===== config.mk =====
export PLATFORM = sky130hd
export DESIGN_NAME = pmfl_div
export DESIGN_NICKNAME = d
export VERILOG_FILES = /design/src/rtl/pmfl_pkg.sv /design/src/rtl/pmfl_div.sv
export SDC_FILE = /design/constraint.sdc
export NUM_CORES = 1
export LEC_CHECK = 0
export BUFFER_PORTS_ARGS = -buffer_cell sky130_fd_sc_hd__buf_2
export CAP_MARGIN = 5
export CORE_MARGIN = 5
export CORE_UTILIZATION = 52
export CTS_CLUSTER_DIAMETER = 60
export CTS_CLUSTER_SIZE = 8
export DETAILED_ROUTE_END_ITERATION = 10
export GPL_TIMING_DRIVEN = 0
export PLACE_DENSITY = 0.85
export RECOVER_POWER = 100
export SKIP_LAST_GASP = 1
export SYNTH_ARGS = -nofsm -noshare
export SYNTH_HDL_FRONTEND = slang
export SYNTH_SLANG_ARGS = --single-unit

===== constraint.sdc =====
create_clock -name clk -period 3.7 [get_ports clk]
set_input_delay 0.74 -clock clk [delete_from_list [all_inputs] [get_ports clk]]
set_output_delay 0.74 -clock clk [all_outputs]
set_load 0.01 [all_outputs]

===== src/rtl/pmfl_pkg.sv =====
`default_nettype none
package pmfl_pkg;

  localparam int unsigned DIVIDEND_W = 64;
  localparam int unsigned DIVISOR_W  = 33;

  localparam logic [2:0] REG_BODY_MASS    = 3'd0;
  localparam logic [2:0] REG_GRAVITY      = 3'd1;
  localparam logic [2:0] REG_TIME_STEP    = 3'd2;
  localparam logic [2:0] REG_MAX_FORCE    = 3'd3;
  localparam logic [2:0] REG_LIMIT_ENABLE = 3'd4;
  localparam logic [2:0] REG_EXT_FORCE_X  = 3'd5;
  localparam logic [2:0] REG_EXT_FORCE_Y  = 3'd6;
  localparam logic [2:0] REG_EXT_FORCE_Z  = 3'd7;

  localparam logic [30:0] BODY_MASS_RST = 31'd64225;
  localparam logic [30:0] GRAVITY_RST   = 31'd642908;
  localparam logic [30:0] TIME_STEP_RST = 31'd655;
  localparam logic [30:0] MAX_FORCE_RST = 31'h7FFFFFFF;

  typedef struct packed {
    logic                  start;
    logic [DIVIDEND_W-1:0] dividend;
    logic [DIVISOR_W-1:0]  divisor;
  } div_req_t;

  typedef struct packed {
    logic                  done;
    logic [DIVIDEND_W-1:0] quotient;
  } div_rsp_t;

  function automatic logic [31:0] sat32(input logic signed [63:0] v);
    logic [31:0] r;
    if (v > 64'sh000000007FFFFFFF) begin
      r = 32'h7FFFFFFF;
    end else if (v < -64'sh0000000080000000) begin
      r = 32'h80000000;
    end else begin
      r = v[31:0];
    end
    return r;
  endfunction

  function automatic logic [31:0] mag32(input logic signed [31:0] v);
    return v[31] ? (32'd0 - v) : v;
  endfunction

endpackage
`default_nettype wire


===== src/rtl/pmfl_div.sv =====
`default_nettype none
module pmfl_div (
  input  wire logic              clk,
  input  wire logic              rst_n,
  input  wire pmfl_pkg::div_req_t req,
  output      pmfl_pkg::div_rsp_t rsp
);

  logic                              busy_r, busy_nxt;
  logic                              done_r, done_nxt;
  logic [5:0]                        cnt_r, cnt_nxt;
  logic [pmfl_pkg::DIVIDEND_W-1:0]   quo_r, quo_nxt;
  logic [pmfl_pkg::DIVISOR_W:0]      rem_r, rem_nxt;
  logic [pmfl_pkg::DIVISOR_W-1:0]    dsr_r, dsr_nxt;
  logic [pmfl_pkg::DIVISOR_W:0]      shifted;
  logic [pmfl_pkg::DIVISOR_W+1:0]    trial;

  always_comb begin
    busy_nxt = busy_r;
    done_nxt = 1'b0;
    cnt_nxt  = cnt_r;
    quo_nxt  = quo_r;
    rem_nxt  = rem_r;
    dsr_nxt  = dsr_r;
    shifted  = {rem_r[pmfl_pkg::DIVISOR_W-1:0], quo_r[pmfl_pkg::DIVIDEND_W-1]};
    trial    = {1'b0, shifted} - {2'b00, dsr_r};
    if (req.start) begin
      busy_nxt = 1'b1;
      cnt_nxt  = 6'd63;
      quo_nxt  = req.dividend;
      rem_nxt  = '0;
      dsr_nxt  = req.divisor;
    end else if (busy_r) begin
      if (!trial[pmfl_pkg::DIVISOR_W+1]) begin
        rem_nxt = trial[pmfl_pkg::DIVISOR_W:0];
        quo_nxt = {quo_r[pmfl_pkg::DIVIDEND_W-2:0], 1'b1};
      end else begin
        rem_nxt = shifted;
        quo_nxt = {quo_r[pmfl_pkg::DIVIDEND_W-2:0], 1'b0};
      end
      cnt_nxt = cnt_r - 6'd1;
      if (cnt_r == 6'd0) begin
        busy_nxt = 1'b0;
        done_nxt = 1'b1;
      end
    end
  end

  always_ff @(posedge clk) begin
    if (!rst_n) begin
      busy_r <= 1'b0;
      done_r <= 1'b0;
      cnt_r  <= '0;
    end else begin
      busy_r <= busy_nxt;
      done_r <= done_nxt;
      cnt_r  <= cnt_nxt;
    end
    quo_r <= quo_nxt;
    rem_r <= rem_nxt;
    dsr_r <= dsr_nxt;
  end

  assign rsp.done     = done_r;
  assign rsp.quotient = quo_r;

endmodule
`default_nettype wire


Word level (Yosys, flattened, before mapping):

Index checks and enable logic that the tools add are counted.

* add/subtract/negate cells: 2
* bitwise logic cells: 2
* multiplexer cells: 10
* reductions and logical operators: 3

Operators by type and width (count)
* two-way mux 64 bit: 2
* subtractor 34 x 33 -> 35 bit: 1
* two-way mux 33 bit: 1
* two-way mux 6 bit: 2
* logical NOT 6 bit: 1
* subtractor 6 x 1 -> 6 bit (second input constant): 1
* two-way mux 1 bit: 5
* OR reduction 3 bit: 1
* NOT 1 bit: 2
* nonzero test 2 bit: 1

* flip-flop bits (word level): 138
* input port bits: 100

Logic depth before layout (Yosys ltp):

* depth after elaboration: 4
* depth in mapped cells: 15
* gate-level depth less buffers: 13

Worst setup path before layout:

Ideal clock, no wire load.

* path type: flip-flop to flip-flop
* start: register quo_r[63] (netlist name)
* end: register rem_r[13] (netlist name)
* setup slack: 484 ps
* period minus slack after synthesis: 3216 ps
* data arrival time: 3130 ps
* stages on the path, launching flop included: 15
* path through: edfxtp_1 > inv_1 > ha_1 > inv_1 > fa_1 > a21oi_1 > o211ai_1 > a21oi_1 > o21ai_1 > a31oi_4 > o221ai_4 > a2111oi_4 > buf_6 > mux2_2 > a211oi_1

* longest elaborated chain between the ends: 2

RTL lines
* start: declaration: RTL line pmfl_div.sv:12 `logic [pmfl_pkg::DIVIDEND_W-1:0] quo_r, quo_nxt;`
* start signal: assignment: RTL line pmfl_div.sv:59 `quo_r <= quo_nxt;`
* subtractor 34 x 33 -> 35 bit: RTL line pmfl_div.sv:26 `trial = {1'b0, shifted} - {2'b00, dsr_r};`
* two-way mux 33 bit: RTL line pmfl_div.sv:34 `if (!trial[pmfl_pkg::DIVISOR_W+1]) begin`
* end signal: assignment: RTL line pmfl_div.sv:60 `rem_r <= rem_nxt;`
* end: declaration: RTL line pmfl_div.sv:13 `logic [pmfl_pkg::DIVISOR_W:0] rem_r, rem_nxt;`

No other way between the ends.
A chain may end at the register's enable or synchronous reset.

Worst setup path after layout:

Ends and elaborated chain as after synthesis.

==> qor.yml <==
worst_setup_path:
  start_kind: "flip-flop"
  path_cells: "inv_1, ha_1, inv_1, fa_1, a21oi_2, o211ai_1, a21oi_2, o21ai_1, a31oi_4, o221ai_4, a2111oi_4, buf_6, mux2_2, a211oi_1"
  cp.arrival_ps: 3900
  cp_top_family: "compound AO/OA/AOI/OAI gates"
  cp_slowest_cell: "edfxtp_1"
  cp-end-kind: "flip-flop"
  cp_num_buf_inv: 3
  rrSetupSlack_ps: 140
  cpPeakStageDelay_ps: 460
  cp_max_fo: 9
  crit_required_ps: 4040
  path_class: "reg -> reg"
grt:
  grt_pass1_wl_um: 27400
  overflow: 0
  antenna_found_initial: 0
  grt_pass1_vias: 5648
  grt_max_degree: 65
  groute.usage.overall_pct: 21.0
die:
  boundaryPins: 165
  dieWidth_um: 130
  dieArea_mm2: 0.0168
  die_h_um: 130
  start_util_pct: 53.3
  fp-row-count: 43
  core_mm2: 0.0139
sta:
  setup_viol: 0
  slew_headroom_pct: 48.1
  post-route-period-util_pct: 96.3
  fin_crit_ps: 3560
  worst_pin_slew_ps: 779
  skew_ps: 13.7
  finalHoldViolCount: 0
  fmax_mhz: 281
  slew_violations: 0
place:
  gp_congestion: 0.875
  placed_cells: 992
  dpl_cell_area_mm2: 0.00848
  io_buffer_count: 164
  post-dp-hpwl_um: 13000
route:
  drc_errors: 0
  avgRoutedWirePerCell_um: 17.2
  postRouteWirelength_um: 17600
  drt-vias-per-instance: 5.50
  ant_nets: 0
  vias: 5653
  first_iter_violations: 266
  dr.pass1.iters: 6
cells_and_area:
  finish.instance_area_mm2: 0.00899
  diodes: 0
  stdcell_count: 1027
  area_growth_syn_to_layout_pct: 20.9
  layout-drive-gt1-share_pct: 26.0
  nets: 970
  n_fill_cell: 1130
cts:
  clkTransAtPathRegs_ps: 70
  htree_levels: 4
  cts-root-buf: "clkbuf_16"
  cts_tree: "built"
  cts_buffers: 17
  cts_hold_buf: 0
  numClockSinks: 138
  clk_latency_ps: 430
  clock_path_buffers: 2
yosys:
  synthCells: 648
  yosysUniqueCellTypes: 59
  yosysSeqAreaShare_pct: 50.2
  synthArstFlopShare_pct: 0
  yosysTopAreaCell: "edfxtp_1"
  synth_seq_cells: 138
  synthTopCellsByCount: "edfxtp_1, mux2_2, nor2_1"
  ys_top_cells_by_area: "edfxtp_1, dfxtp_1, mux2_2, ha_1, mux2i_1"
  synth_xor_area_share_pct: 4.01
  yosysMostFrequentCell: "edfxtp_1"
  avgSynthCellArea_um2: 11.5
  post-synth-top-area-fraction_pct: 39.2
  synth_compound_area_share_pct: 12.6
  synth_edf_count: 97
  synth-simple-area-share_pct: 8.65
  yosysWarnings: 0
  synth_nets: 784
  ys.flop_type: "edfxtp_1"
  yosys.area_share.adder_pct: 6.16
  synth_top_family_by_area: "multiplexers"
  muxShareOfSynthArea_pct: 13.3
  synth_area_mm2: 0.00743
power_and_ir_drop:
  power_density_mw_per_mm2: 497
  peakVddDrop_mv: 0.354
  leakage_nw: 3.79
worst_hold_path:
  hp-class: "in -> reg"
outcome:
  status: "complete, no violations"
job:
  max_cap_violations: 0
-- cell type report --
cell class	count	area, um^2	share of cell area, %
multi-input combinational	430	3350	37.2
inverter	51	191	2.13
clock inverter	15	130	1.45
clock buffer	17	425	4.73
tap	180	225	2.51
buffer	30	180	2.00
sequential	138	3730	41.5
timing repair buffer	166	756	8.41
-- flip-flops by register name, indices dropped and copies added (netlist names) --
name,cells
cnt_r,6
quo_r,64
rem_r,33
done_r,1
dsr_r,33
busy_r,1
-- power by group --
group	switching (W)	total, W	internal, W
Combinational	0.000525	0.000952	0.000427
Sequential	0.0000857	0.00191	0.00182
Clock	0.000720	0.00160	0.000883
-- per-stage QoR --
stage	setup WS, ps	setup TNS [ps]	utilization [%]	hold WS (ps)	power, W
6_report	137	0	64.5	485	0.00446
5_1_grt	-7.98	-7.98	64.5	465	0.00469
4_1_cts	40.0	0	64.9	461	0.00451
3_5_place_dp	-378	-23990	60.9	498	0.00289
3_3_place_gp	-717	-45630	60.9	492	0.00287
2_1_floorplan	484	0	-	463	0.00261
-- placed cells by master, fill, tap and decap left out, drive strengths merged, types with 6 or more instances in the layout --
cell type and n:
nor3 8, o21ai 21, buf 110, mux2 64, inv 60, nand2 26
xor2 15, nand2b 6, edfxtp 97, o211ai 6, xnor2 19, a21oi 38
ha 35, a211oi 33, clkbuf 103, nor2 57, mux2i 27, dfxtp 41
-- routing by layer --
layer / share of wire [%] / wire length (um) / global-route usage (%)
met5: 0 / 0 / 0
met4: 1.3 / 227 / 6.30
met3: 8.2 / 1450 / 8.70
met2: 51 / 8910 / 36.6
met1: 40 / 7040 / 23.6
-- cell families after synthesis --
| group | count (synthesis) |
|---|---|
| AO/OA/AOI/OAI | 134 |
| XOR/XNOR | 34 |
| adder cells (fa/ha/maj) | 36 |
| buffers and inverters | 81 |
| flip-flops | 138 |
| multiplexers | 91 |
| AND/OR/NAND/NOR | 134 |
-- path summary, 6_finish.rpt --
| check | start | endpoint | depth (start not counted) |
|---|---|---|---|
| worst max-delay path | quo_r[63] | rem_r[13] | 14 |
| worst min-delay path | req[3] | dsr_r[3] | 1 |
| worst max register to register | quo_r[63] | rem_r[13] | 14 |
| worst min register to register | rem_r[16] | rem_r[16] | 2 |
-- what timing repair did --
item / in CTS / in global routing
gates resized for setup: 0 / 3
setup buffers: 0 / 2
endpoints found under the setup margin: 0 / 92
No activity file was read; power rests on OpenSTA's default activity.
